[src/hdl/smx_pkg.sv]
// Shared types and constants for the stack machine executor.
// Opcodes, status codes, value selects and the controller/datapath structs.
// No dependencies.
package smx_pkg;

  localparam int DATA_W   = 32;
  localparam int OP_W     = 4;
  localparam int STATUS_W = 3;

  // Instruction opcodes; anything else is a bad opcode
  typedef enum logic [OP_W-1:0] {
    OP_PUSH  = 4'd0,
    OP_ADD   = 4'd1,
    OP_SUB   = 4'd2,
    OP_MUL   = 4'd3,
    OP_DIV   = 4'd4,
    OP_PRINT = 4'd5,
    OP_HALT  = 4'd6
  } op_t;

  // Result status codes
  typedef enum logic [STATUS_W-1:0] {
    ST_OK        = 3'd0,
    ST_PRINTED   = 3'd1,
    ST_HALTED    = 3'd2,
    ST_OVERFLOW  = 3'd3,
    ST_UNDERFLOW = 3'd4,
    ST_DIVZERO   = 3'd5,
    ST_BADOP     = 3'd6,
    ST_STOPPED   = 3'd7
  } status_t;

  // Source of the result value and of the word pushed to the stack
  typedef enum logic [2:0] {
    VS_ZERO  = 3'd0,
    VS_IMM   = 3'd1,
    VS_ALU   = 3'd2,
    VS_QUO   = 3'd3,
    VS_RDATA = 3'd4
  } vsel_t;

  // Commands from controller to datapath
  typedef struct packed {
    logic    latch;      // capture the accepted instruction
    logic    pop;        // read top of stack, depth - 1
    logic    push;       // write selected value at depth, depth + 1
    logic    cap_b;      // capture read data as right operand
    logic    cap_a;      // capture read data as left operand
    logic    div_start;  // start divider on read data / right operand
    logic    res_load;   // load result status and value
    status_t res_status;
    vsel_t   vsel;
    logic    out_load;   // move result into the output register
  } cmd_t;

  // Status from datapath to controller
  typedef struct packed {
    logic [OP_W-1:0] op;
    logic            stopped;
    logic            empty;
    logic            full;
    logic            rdata_zero;
    logic            div_done;
    logic            out_free;
  } stat_t;

endpackage

[src/hdl/smx_ctrl.sv]
// Controller state machine: sequences decode, stack pops, execute and result.
// Depends on smx_pkg; commands smx_datapath through cmd_t, reads stat_t.
module smx_ctrl (
  input  logic           clk,
  input  logic           rst_n,
  input  logic           in_valid,
  output logic           in_ready,
  input  smx_pkg::stat_t stat,
  output smx_pkg::cmd_t  cmd
);

  typedef enum logic [7:0] {
    S_IDLE   = 8'b0000_0001,
    S_DECODE = 8'b0000_0010,
    S_PRINT  = 8'b0000_0100,
    S_POPB   = 8'b0000_1000,
    S_POPA   = 8'b0001_0000,
    S_EXEC   = 8'b0010_0000,
    S_DIV    = 8'b0100_0000,
    S_RESP   = 8'b1000_0000
  } state_t;

  state_t state_r, state_nxt;

  always_comb begin
    state_nxt = state_r;
    cmd       = '0;
    in_ready  = 1'b0;
    unique case (state_r)
      // Wait for an instruction
      S_IDLE: begin
        in_ready = 1'b1;
        if (in_valid) begin
          cmd.latch = 1'b1;
          state_nxt = S_DECODE;
        end
      end
      // Dispatch on opcode, handle the cases that are resolved in decode
      S_DECODE: begin
        cmd.res_load = 1'b1;
        state_nxt    = S_RESP;
        if (stat.stopped) begin
          cmd.res_status = smx_pkg::ST_STOPPED;
        end else begin
          unique case (stat.op) inside
            smx_pkg::OP_PUSH: begin
              if (stat.full) begin
                cmd.res_status = smx_pkg::ST_OVERFLOW;
              end else begin
                cmd.push       = 1'b1;
                cmd.res_status = smx_pkg::ST_OK;
                cmd.vsel       = smx_pkg::VS_IMM;
              end
            end
            smx_pkg::OP_ADD, smx_pkg::OP_SUB, smx_pkg::OP_MUL, smx_pkg::OP_DIV: begin
              if (stat.empty) begin
                cmd.res_status = smx_pkg::ST_UNDERFLOW;
              end else begin
                cmd.res_load = 1'b0;
                cmd.pop      = 1'b1;
                state_nxt    = S_POPB;
              end
            end
            smx_pkg::OP_PRINT: begin
              if (stat.empty) begin
                cmd.res_status = smx_pkg::ST_UNDERFLOW;
              end else begin
                cmd.res_load = 1'b0;
                cmd.pop      = 1'b1;
                state_nxt    = S_PRINT;
              end
            end
            smx_pkg::OP_HALT: cmd.res_status = smx_pkg::ST_HALTED;
            default:          cmd.res_status = smx_pkg::ST_BADOP;
          endcase
        end
      end
      // Popped top is the printed value
      S_PRINT: begin
        cmd.res_load   = 1'b1;
        cmd.res_status = smx_pkg::ST_PRINTED;
        cmd.vsel       = smx_pkg::VS_RDATA;
        state_nxt      = S_RESP;
      end
      // Right operand arrives; zero divisor checked before second pop
      S_POPB: begin
        cmd.cap_b = 1'b1;
        if (stat.op == smx_pkg::OP_DIV && stat.rdata_zero) begin
          cmd.res_load   = 1'b1;
          cmd.res_status = smx_pkg::ST_DIVZERO;
          state_nxt      = S_RESP;
        end else if (stat.empty) begin
          cmd.res_load   = 1'b1;
          cmd.res_status = smx_pkg::ST_UNDERFLOW;
          state_nxt      = S_RESP;
        end else begin
          cmd.pop   = 1'b1;
          state_nxt = S_POPA;
        end
      end
      // Left operand arrives
      S_POPA: begin
        cmd.cap_a = 1'b1;
        if (stat.op == smx_pkg::OP_DIV) begin
          cmd.div_start = 1'b1;
          state_nxt     = S_DIV;
        end else begin
          state_nxt = S_EXEC;
        end
      end
      // Push ALU result
      S_EXEC: begin
        cmd.push       = 1'b1;
        cmd.res_load   = 1'b1;
        cmd.res_status = smx_pkg::ST_OK;
        cmd.vsel       = smx_pkg::VS_ALU;
        state_nxt      = S_RESP;
      end
      // Wait for quotient, then push it
      S_DIV: begin
        if (stat.div_done) begin
          cmd.push       = 1'b1;
          cmd.res_load   = 1'b1;
          cmd.res_status = smx_pkg::ST_OK;
          cmd.vsel       = smx_pkg::VS_QUO;
          state_nxt      = S_RESP;
        end
      end
      // Hand result to the output register once it is free
      S_RESP: begin
        if (stat.out_free) begin
          cmd.out_load = 1'b1;
          state_nxt    = S_IDLE;
        end
      end
      default: state_nxt = S_IDLE;
    endcase
  end

  always_ff @(posedge clk) begin
    if (!rst_n) begin
      state_r <= S_IDLE;
    end else begin
      state_r <= state_nxt;
    end
  end

`ifndef SYNTHESIS
  // Divider is started only from the second operand fetch
  a_div_from_popa: assert property (@(posedge clk) disable iff (!rst_n)
    cmd.div_start |=> state_r == S_DIV)
    else $error("divider start outside operand fetch");

  // Every accepted instruction is decoded next
  a_accept_decode: assert property (@(posedge clk) disable iff (!rst_n)
    (in_valid && in_ready) |=> state_r == S_DECODE)
    else $error("accepted instruction not decoded");
`endif

endmodule

[config.mk]
export PLATFORM = sky130hd
export DESIGN_NAME = smx_ctrl
export DESIGN_NICKNAME = d
export VERILOG_FILES = /design/src/hdl/smx_pkg.sv /design/src/hdl/smx_ctrl.sv
export SDC_FILE = /design/constraint.sdc
export NUM_CORES = 1
export LEC_CHECK = 0
export BUFFER_PORTS_ARGS = -buffer_cell sky130_fd_sc_hd__buf_2
export CORE_MARGIN = 2
export CORE_UTILIZATION = 40
export CTS_CLUSTER_DIAMETER = 30
export DETAILED_ROUTE_END_ITERATION = 16
export HOLD_SLACK_MARGIN = 0.08
export MAX_ROUTING_LAYER = met4
export PLACE_DENSITY = 0.73
export SKIP_CTS_REPAIR_TIMING = 1
export SLEW_MARGIN = 5
export SYNTH_ARGS = -nofsm -noshare
export SYNTH_HDL_FRONTEND = slang
export SYNTH_SLANG_ARGS = --single-unit
[constraint.sdc]
create_clock -name clk -period 4.4 [get_ports clk]
set_input_delay 0.22 -clock clk [delete_from_list [all_inputs] [get_ports clk]]
set_output_delay 0.22 -clock clk [all_outputs]
set_load 0.02 [all_outputs]
# --- Word level (Yosys, flattened, before mapping) ---
# Index checks and enable logic that the tools add are counted.
op_classes:
  n_eq_ne: 17
  n_mux: 43
  reduce_logical: 6
ops:
  columns: ["cell", "count"]
  rows:
  - ["$mux W8", 8]
  - ["$pmux W8 S7", 1]
  - ["$pmux W4 S5", 1]
  - ["$mux W1", 17]
  - ["$pmux W8 S2", 1]
  - ["$mux W7", 2]
  - ["$eq A4 B3 Y1 const B", 3]
  - ["$mux W3", 4]
  - ["$pmux W3 S4", 1]
  - ["$pmux W3 S3", 1]
  - ["$eq A4 B2 Y1 const B", 2]
  - ["$eq A8 B1 Y1 const B", 1]
  - ["$eq A8 B2 Y1 const B", 1]
  - ["$eq A8 B3 Y1 const B", 1]
  - ["$eq A8 B4 Y1 const B", 1]
  - ["$eq A8 B5 Y1 const B", 1]
  - ["$eq A8 B6 Y1 const B", 1]
  - ["$eq A8 B7 Y1 const B", 1]
  - ["$eq A8 B8 Y1 const B", 1]
  - ["$mux W4", 2]
  - ["$mux W2", 3]
  - ["$ne A2 B2 Y1 const B", 3]
  - ["$reduce_or A5 Y1", 1]
  - ["$eq A4 B1 Y1 const B", 1]
  - ["other kinds (7)", 7]
totals:
  register_bits: 8
  elab_cells: 67

# --- Logic depth before layout (Yosys ltp) ---
# Gate-level depths: netlist of the first run.
logic_depth:
  word_depth: 5
  ltp_mapped: 6
  ltp_nobuf: 4

# --- Least setup slack after synthesis of the first run ---
# Ideal clock, no wire load.
synth_timing:
  path_kind: "register to output"
  startpoint: "reg state_r[1]"
  endpoint: "out cmd[11] (netlist bit)"
  t_arrival_ns: 1.919
  setup_slack_ns: 2.261
  path_stages_with_launch: 6
  path_buffers: 1
  path_cell_list: "dfxtp_1 or3_1 clkbuf_1 nor3_1 nor3b_1 nand2b_1"
synth_lines:
  columns: ["item", "line_no", "text"]
  rows:
  - ["start: declaration", "smx_ctrl.sv:23", "state_t state_r, state_nxt;"]
  - ["start signal: assignment", "smx_ctrl.sv:144", "state_r <= state_nxt;"]
  - ["end: declaration", "smx_ctrl.sv:9", "output smx_pkg::cmd_t cmd"]

==> results.ini, run 1 <==
[outcome]
status = completed

[floorplan]
rows = 15
die_height_um = 47.6
io_pins = 28
dieArea_um2 = 2270
core_um2 = 1760
initial_utilization_pct = 43.1
die_x_um = 47.6

[synth]
async_reset_ff_share_pct = 0
ys.flop_type = dfxtp_1
synth_edf_count = 0
netlist_instances = 97
synth.distinct_cells = 40
postSynthAreaPerCell_um2 = 7.84
yosysWarnings = 0
syn_nets = 110
syn_area_um2 = 761
ys_seq_elements = 8
seq_area_frac_synth_pct = 21.1

[pwr]
intPower_w = 0.000123
seqPwrFrac_pct = 43.4
p_comb_share_pct = 23.8
switching_share_pct = 30.8
p_sw_w = 0.0000548
cellPowerDensity_nw_per_um2 = 196
leakage_nw = 0.412
ir_worst_vdd_mv = 0.111
pwr-share-clk_pct = 32.8

[clock_network]
cts.clk_slew.worst_paths_ns = 0.06
worstSkewPairLatency_ns = 0.26
numCtsBuffers = 3
cts_root_buf = clkbuf_4
tritoncts = built
cts_max_level = 1
clock_path_buffers = 2
cts_sinks = 8

[min_path]
hp-class = in2reg

[route]
routed_wl_mm = 1.82
vias = 822
antenna_left = 0
firstDrtPassIters = 4
via_per_inst = 5.67
wl_per_cell_um = 12.5
drc = 0
drtIter0Drc = 16

[final_layout]
final_nets = 135
seqCellArea_um2 = 160
reg_top3 = state_r (8)
regMostFlops = state_r
mostFrequentLayoutCells = buf_2, nand2_1, dfxtp_1, nor3_1, nor2_1
antenna_cells = 0
multi_input_area_um2 = 542
area_growth_pct = 19.1
mostFrequentLayoutCell = buf_2
drive_gt1_share_pct = 30.8
largest_reg_flops = 8
fill_cells = 187

[grt]
overflow = 0
grt_pass1_vias = 712
gr-usage-all-layers_pct = 18.7
grt_pass1_wl_mm = 2.95
top_usage_layer = met2
use_met2_pct = 27.6
antenna_found_initial = 0
met1_usage_pct = 24.6
grt_start_max_net_pins = 14
gr-usage-met3_pct = 1.51

[timing]
setup_ws_ns = 2.11
setup_tns_ns = 0
rsz0062_at_grt = no
fin_crit_sh_pct = 52.1
skew_ns = 0.000375
clock.fmax_ghz = 0.436
worst_slew_pin_slew_ns = 0.804
finalHoldViolations = 0
period_needed_ns = 2.29
slew_viol_final = 0
setup-violations-final = 0
slew_headroom_pct = 45.6

[place]
dpl.hpwl_mm = 1.48
io_buffer_count = 27
place_ws_ns = 2.38
globalplace.congestion = 0.877

[run]
max_cap_violations = 0

[setup_path]
startpoint_type = flip-flop
end_kind = primary output
worst_ep_required_time_ns = 4.18
crit_path_max_fanout = 10
cp_data_arrival_time_ns = 2.07
worst-setup-path-type = reg2out

==> cell usage after synthesis (2+ instances only) <==
| master | count | share of area [%] |
|---|---|---|
| a21oi_1 | 5 | 3.3 |
| and3_1 | 2 | 1.6 |
| buf_4 | 2 | 2.0 |
| clkbuf_1 | 2 | 0.99 |
| dfxtp_1 | 8 | 21 |
| inv_1 | 4 | 2.0 |
| nand2_1 | 10 | 4.9 |
| nand2b_1 | 5 | 4.1 |
| nand3_1 | 3 | 2.0 |
| nor2_1 | 6 | 3.0 |
| nor3_1 | 6 | 3.9 |
| nor3b_1 | 3 | 3.0 |
| nor4_1 | 3 | 2.5 |
| nor4_4 | 2 | 5.6 |
| nor4b_1 | 2 | 2.3 |
| o211ai_1 | 2 | 2.0 |
| o21ai_0 | 5 | 3.3 |
| or3_1 | 3 | 2.5 |
| or4b_1 | 2 | 2.6 |
| xor2_1 | 2 | 2.3 |
==> final timing paths <==
kind	from	endpoint	slack [ns]	depth (start not counted)
setup / recovery	state_r[4]	cmd[1]	2.11	5
hold reg to reg	state_r[1]	state_r[2]	0.60	2
setup reg to reg	state_r[2]	state_r[7]	2.68	4
hold / removal	rst_n	state_r[0]	0.19	2
==> worst max-delay path: stages, from the launching register on <==
cell      delay (ns)
dfxtp_1         0.42
nor4_4          0.39
nand4b_4        0.19
or4b_4          0.52
o31ai_1         0.08
buf_2           0.20
==> cell type report <==
class | count | share of cell area (%)
Clock buffer | 3 | 2.49
Inverter | 4 | 1.66
Multi-Input combinational cell | 78 | 59.8
Sequential cell | 8 | 17.7
Tap cell | 25 | 3.45
Timing Repair Buffer | 27 | 14.9
==> per-layer routing <==
| layer | routed length (µm) | vias up |
|---|---|---|
| met1 | 817 | 369 |
| met3 | 90 | 4 |
| met2 | 865 | 31 |
| met5 | 0 | - |
| li1 | - | 418 |
| met4 | 44 | 0 |
==> stage by stage <==
stage	cell area [µm²]	total power, W	hold WS, ns	utilization [%]	cells
after floorplan	761	0.000105	0.295	-	97
after global placement	883	0.000120	0.459	50.1	142
after detailed placement	883	0.000121	0.460	50.1	142
after CTS	906	0.000180	0.189	51.3	145
after global routing	906	0.000188	0.191	51.3	145
final	906	0.000178	0.192	51.3	145
==> power by group through the flow <==
stage               Sequential, W  Clock (W)  Combinational [W]
global route            0.0000776  0.0000637          0.0000463
detailed placement      0.0000788          0          0.0000423
finish                  0.0000773  0.0000583          0.0000423
global placement        0.0000787          0          0.0000416
CTS                     0.0000772  0.0000607          0.0000424
floorplan               0.0000780          0          0.0000268
==> cell families (layout without fill, tap and decap cells) <==
logic type | Yosys count | in the layout | synth area share (%)
AO/OA/AOI/OAI | 20 | 20 | 18.1
XOR/XNOR | 2 | 2 | 2.30
AND/OR/NAND/NOR | 55 | 55 | 49.3
buffers and inverters | 11 | 34 | 7.73
flip-flops | 8 | 8 | 21.1
multiplexers | 1 | 1 | 1.48
Power figures use the tool's default switching activity.
==> run 2, diff against run 1 <==
Settings changed: ABC_AREA set to 1, PLACE_DENSITY 0.73 to 0.74.
Clock period 4.4 ns to 2.2 ns, I/O delays scaled along.
==> results.ini, run 2 <==
[final_layout]
final_nets = 160  ; +19%
antenna_cells = 0  ; unchanged
finalNonFillerCells = 162  ; +12%
final_util_pct = 51.3  ; about the same
reg_top3 = state_r (8)
fill_cells = 181  ; -3.2%
regMostFlops = state_r
mostFrequentLayoutCells = buf_2, nand2_1, nor2_1, inv_1, nand3_1
mostFrequentLayoutCell = buf_2
area_growth_pct = 24.6
largest_reg_flops = 8  ; unchanged
multi_input_area_um2 = 453  ; -16%
seqCellArea_um2 = 160  ; unchanged
drive_gt1_share_pct = 33.8  ; +3.0 points

[synth]
async_reset_ff_share_pct = 0  ; unchanged
netlist_instances = 116  ; +20%
synth_top_area_share_pct = 23.0  ; +2.0 points
postSynthAreaPerCell_um2 = 6.00  ; -24%
syn_nets = 129  ; +17%
synth_area_leaders = dfxtp_1, nand2_1, nor2_1, inv_1, nand3_1
synth_common_cells = nand2_1, nor2_1, inv_1
ys_seq_elements = 8  ; unchanged
yosys.area.top_type = dfxtp_1
syn_area_um2 = 696  ; -8.6%
synth_edf_count = 0  ; unchanged
seq_area_frac_synth_pct = 23.0  ; +2.0 points
synth.most_common_cell = nand2_1
synth.distinct_cells = 22  ; -45%
yosysWarnings = 0  ; unchanged
ys.flop_type = dfxtp_1

[place]
globalplace.congestion = 0.880  ; +0.25%
place_ws_ns = 0.733  ; -1.64 ns
dpl.hpwl_mm = 1.45  ; -2.3%
place_inst = 159  ; +12%
io_buffer_count = 27  ; unchanged

[timing]
clock.fmax_ghz = 0.576
finalHoldViolations = 0  ; unchanged
whs_ns = 0.0975  ; -0.0941 ns
setup-violations-final = 0  ; unchanged
slew_headroom_pct = 84.6  ; +39 points
fin_crit_sh_pct = 79.0
slew_viol_final = 0  ; unchanged
setup_ws_ns = 0.463  ; -1.64 ns
skew_ns = 0.00486  ; +0.00449 ns
worst_slew_pin_slew_ns = 0.229  ; -0.575 ns
rsz0062_at_grt = no
period_needed_ns = 1.74
setup_tns_ns = 0  ; unchanged

[min_path]
hp-class = in2reg

[clock_network]
numCtsBuffers = 3  ; unchanged
cts_sinks = 8  ; unchanged
cts_max_level = 1  ; unchanged
clock_path_buffers = 2  ; unchanged
worstSkewPairLatency_ns = 0.25  ; about the same
cts_root_buf = clkbuf_4
tritoncts = built
cts.clk_slew.worst_paths_ns = 0.05  ; about the same

[pwr]
seqPwrFrac_pct = 37.3  ; -6.1 points
intPower_w = 0.000274  ; +120%
leakage_nw = 0.500  ; +21%
pwr-share-clk_pct = 24.9  ; -7.9 points
cellPowerDensity_nw_per_um2 = 504  ; +160%
switching_share_pct = 37.4  ; +6.6 points
p_comb_share_pct = 37.9  ; +14 points
ir_worst_vdd_mv = 0.231  ; +110%
p_sw_w = 0.000164  ; +200%

[route]
wl_per_cell_um = 10.3  ; -18%
firstDrtPassIters = 4  ; unchanged
vias = 778  ; -5.4%
via_per_inst = 4.80  ; -15%
routed_wl_mm = 1.66  ; -8.5%
antenna_left = 0  ; unchanged
drtIter0Drc = 13  ; -3
drc = 0  ; unchanged

[grt]
gr-usage-all-layers_pct = 18.7  ; +0.069 points
grt_pass1_wl_mm = 2.70  ; -8.2%
overflow = 0  ; unchanged
grt_pass1_vias = 717  ; +0.70%
grt_start_max_net_pins = 7  ; -7
antenna_found_initial = 0  ; unchanged

[floorplan]
die_height_um = 45.7  ; -4.0%
die_x_um = 45.7  ; -4.0%
initial_utilization_pct = 41.2  ; -1.9 points
rows = 15  ; unchanged
io_pins = 28  ; unchanged
dieArea_um2 = 2090  ; -7.8%
core_um2 = 1690  ; -4.3%

[setup_path]
worst_ep_required_time_ns = 2.09  ; -2.09 ns
cp_cell_sequence = nor2_2 > nand2_4 > nor2_4 > inv_2 > a21oi_2 > o21ai_1 > o31ai_1 > buf_2
slowest_delay_ns = 0.32  ; -0.20 ns
worst-setup-path-type = reg2out
end_kind = primary output
cp_slowest_cell = dfxtp_1
cp_data_arrival_time_ns = 1.63  ; -0.44 ns
crit_path_max_fanout = 6  ; -4
startpoint_type = flip-flop

[run]
max_cap_violations = 0  ; unchanged

[outcome]
status = completed

==> run 2: power groups by stage <==
stage | combinational, W | clock [W] | sequential, W
after global routing | 0.000186 | 0.000124 | 0.000164
after global placement | 0.000163 | 0 | 0.000166
after floorplan | 0.000119 | 0 | 0.000164
after detailed placement | 0.000166 | 0 | 0.000166
final | 0.000166 | 0.000109 | 0.000163
after CTS | 0.000167 | 0.000112 | 0.000163
==> run 2: final timing paths <==
path / from / depth (start not counted) / slack, ns / to
setup / recovery: state_r[7] / 8 / 0.46 / cmd[5]
hold reg to reg: state_r[4] / 4 / 0.62 / state_r[5]
setup reg to reg: state_r[0] / 8 / 0.88 / state_r[0]
hold / removal: rst_n / 2 / 0.1 / state_r[0]
==> run 2: worst max-delay path: cells and delay by family (launching register included) <==
| kind | cells | cell delay, ns |
|---|---|---|
| AO/OA/AOI/OAI | 3 | 0.26 |
| buffers and inverters | 2 | 0.27 |
| AND/OR/NAND/NOR | 3 | 0.52 |
| flip-flops | 1 | 0.32 |
==> run 2: layout make-up <==
type	instances	area share, %
Clock buffer	3	2.60
Inverter	20	8.66
Multi-Input combinational cell	87	52.2
Sequential cell	8	18.5
Tap cell	17	2.45
Timing Repair Buffer	27	15.6
==> run 2: cell families after synthesis <==
kind of cell / after synthesis / share of synthesized area [%]
DFF: 8 / 23.0
buffers and inverters: 21 / 11.9
AOI/OAI and AO/OA: 8 / 7.56
and+or+nand+nor: 79 / 57.6
==> run 2: routing by layer <==
layer  wire length [µm]  vias up  GRT usage (%)
met2                802       27           31.3
met5                  0        -              -
li1                   -      423              -
met3                 78        2           3.57
met4                 14        0           8.57
met1                766      326           21.5
==> run 2: through the flow <==
stage               power [W]  cell area (µm²)
finish               0.000437              867
global route         0.000474              867
CTS                  0.000442              867
detailed placement   0.000332              845
global placement     0.000329              845
floorplan            0.000283              696
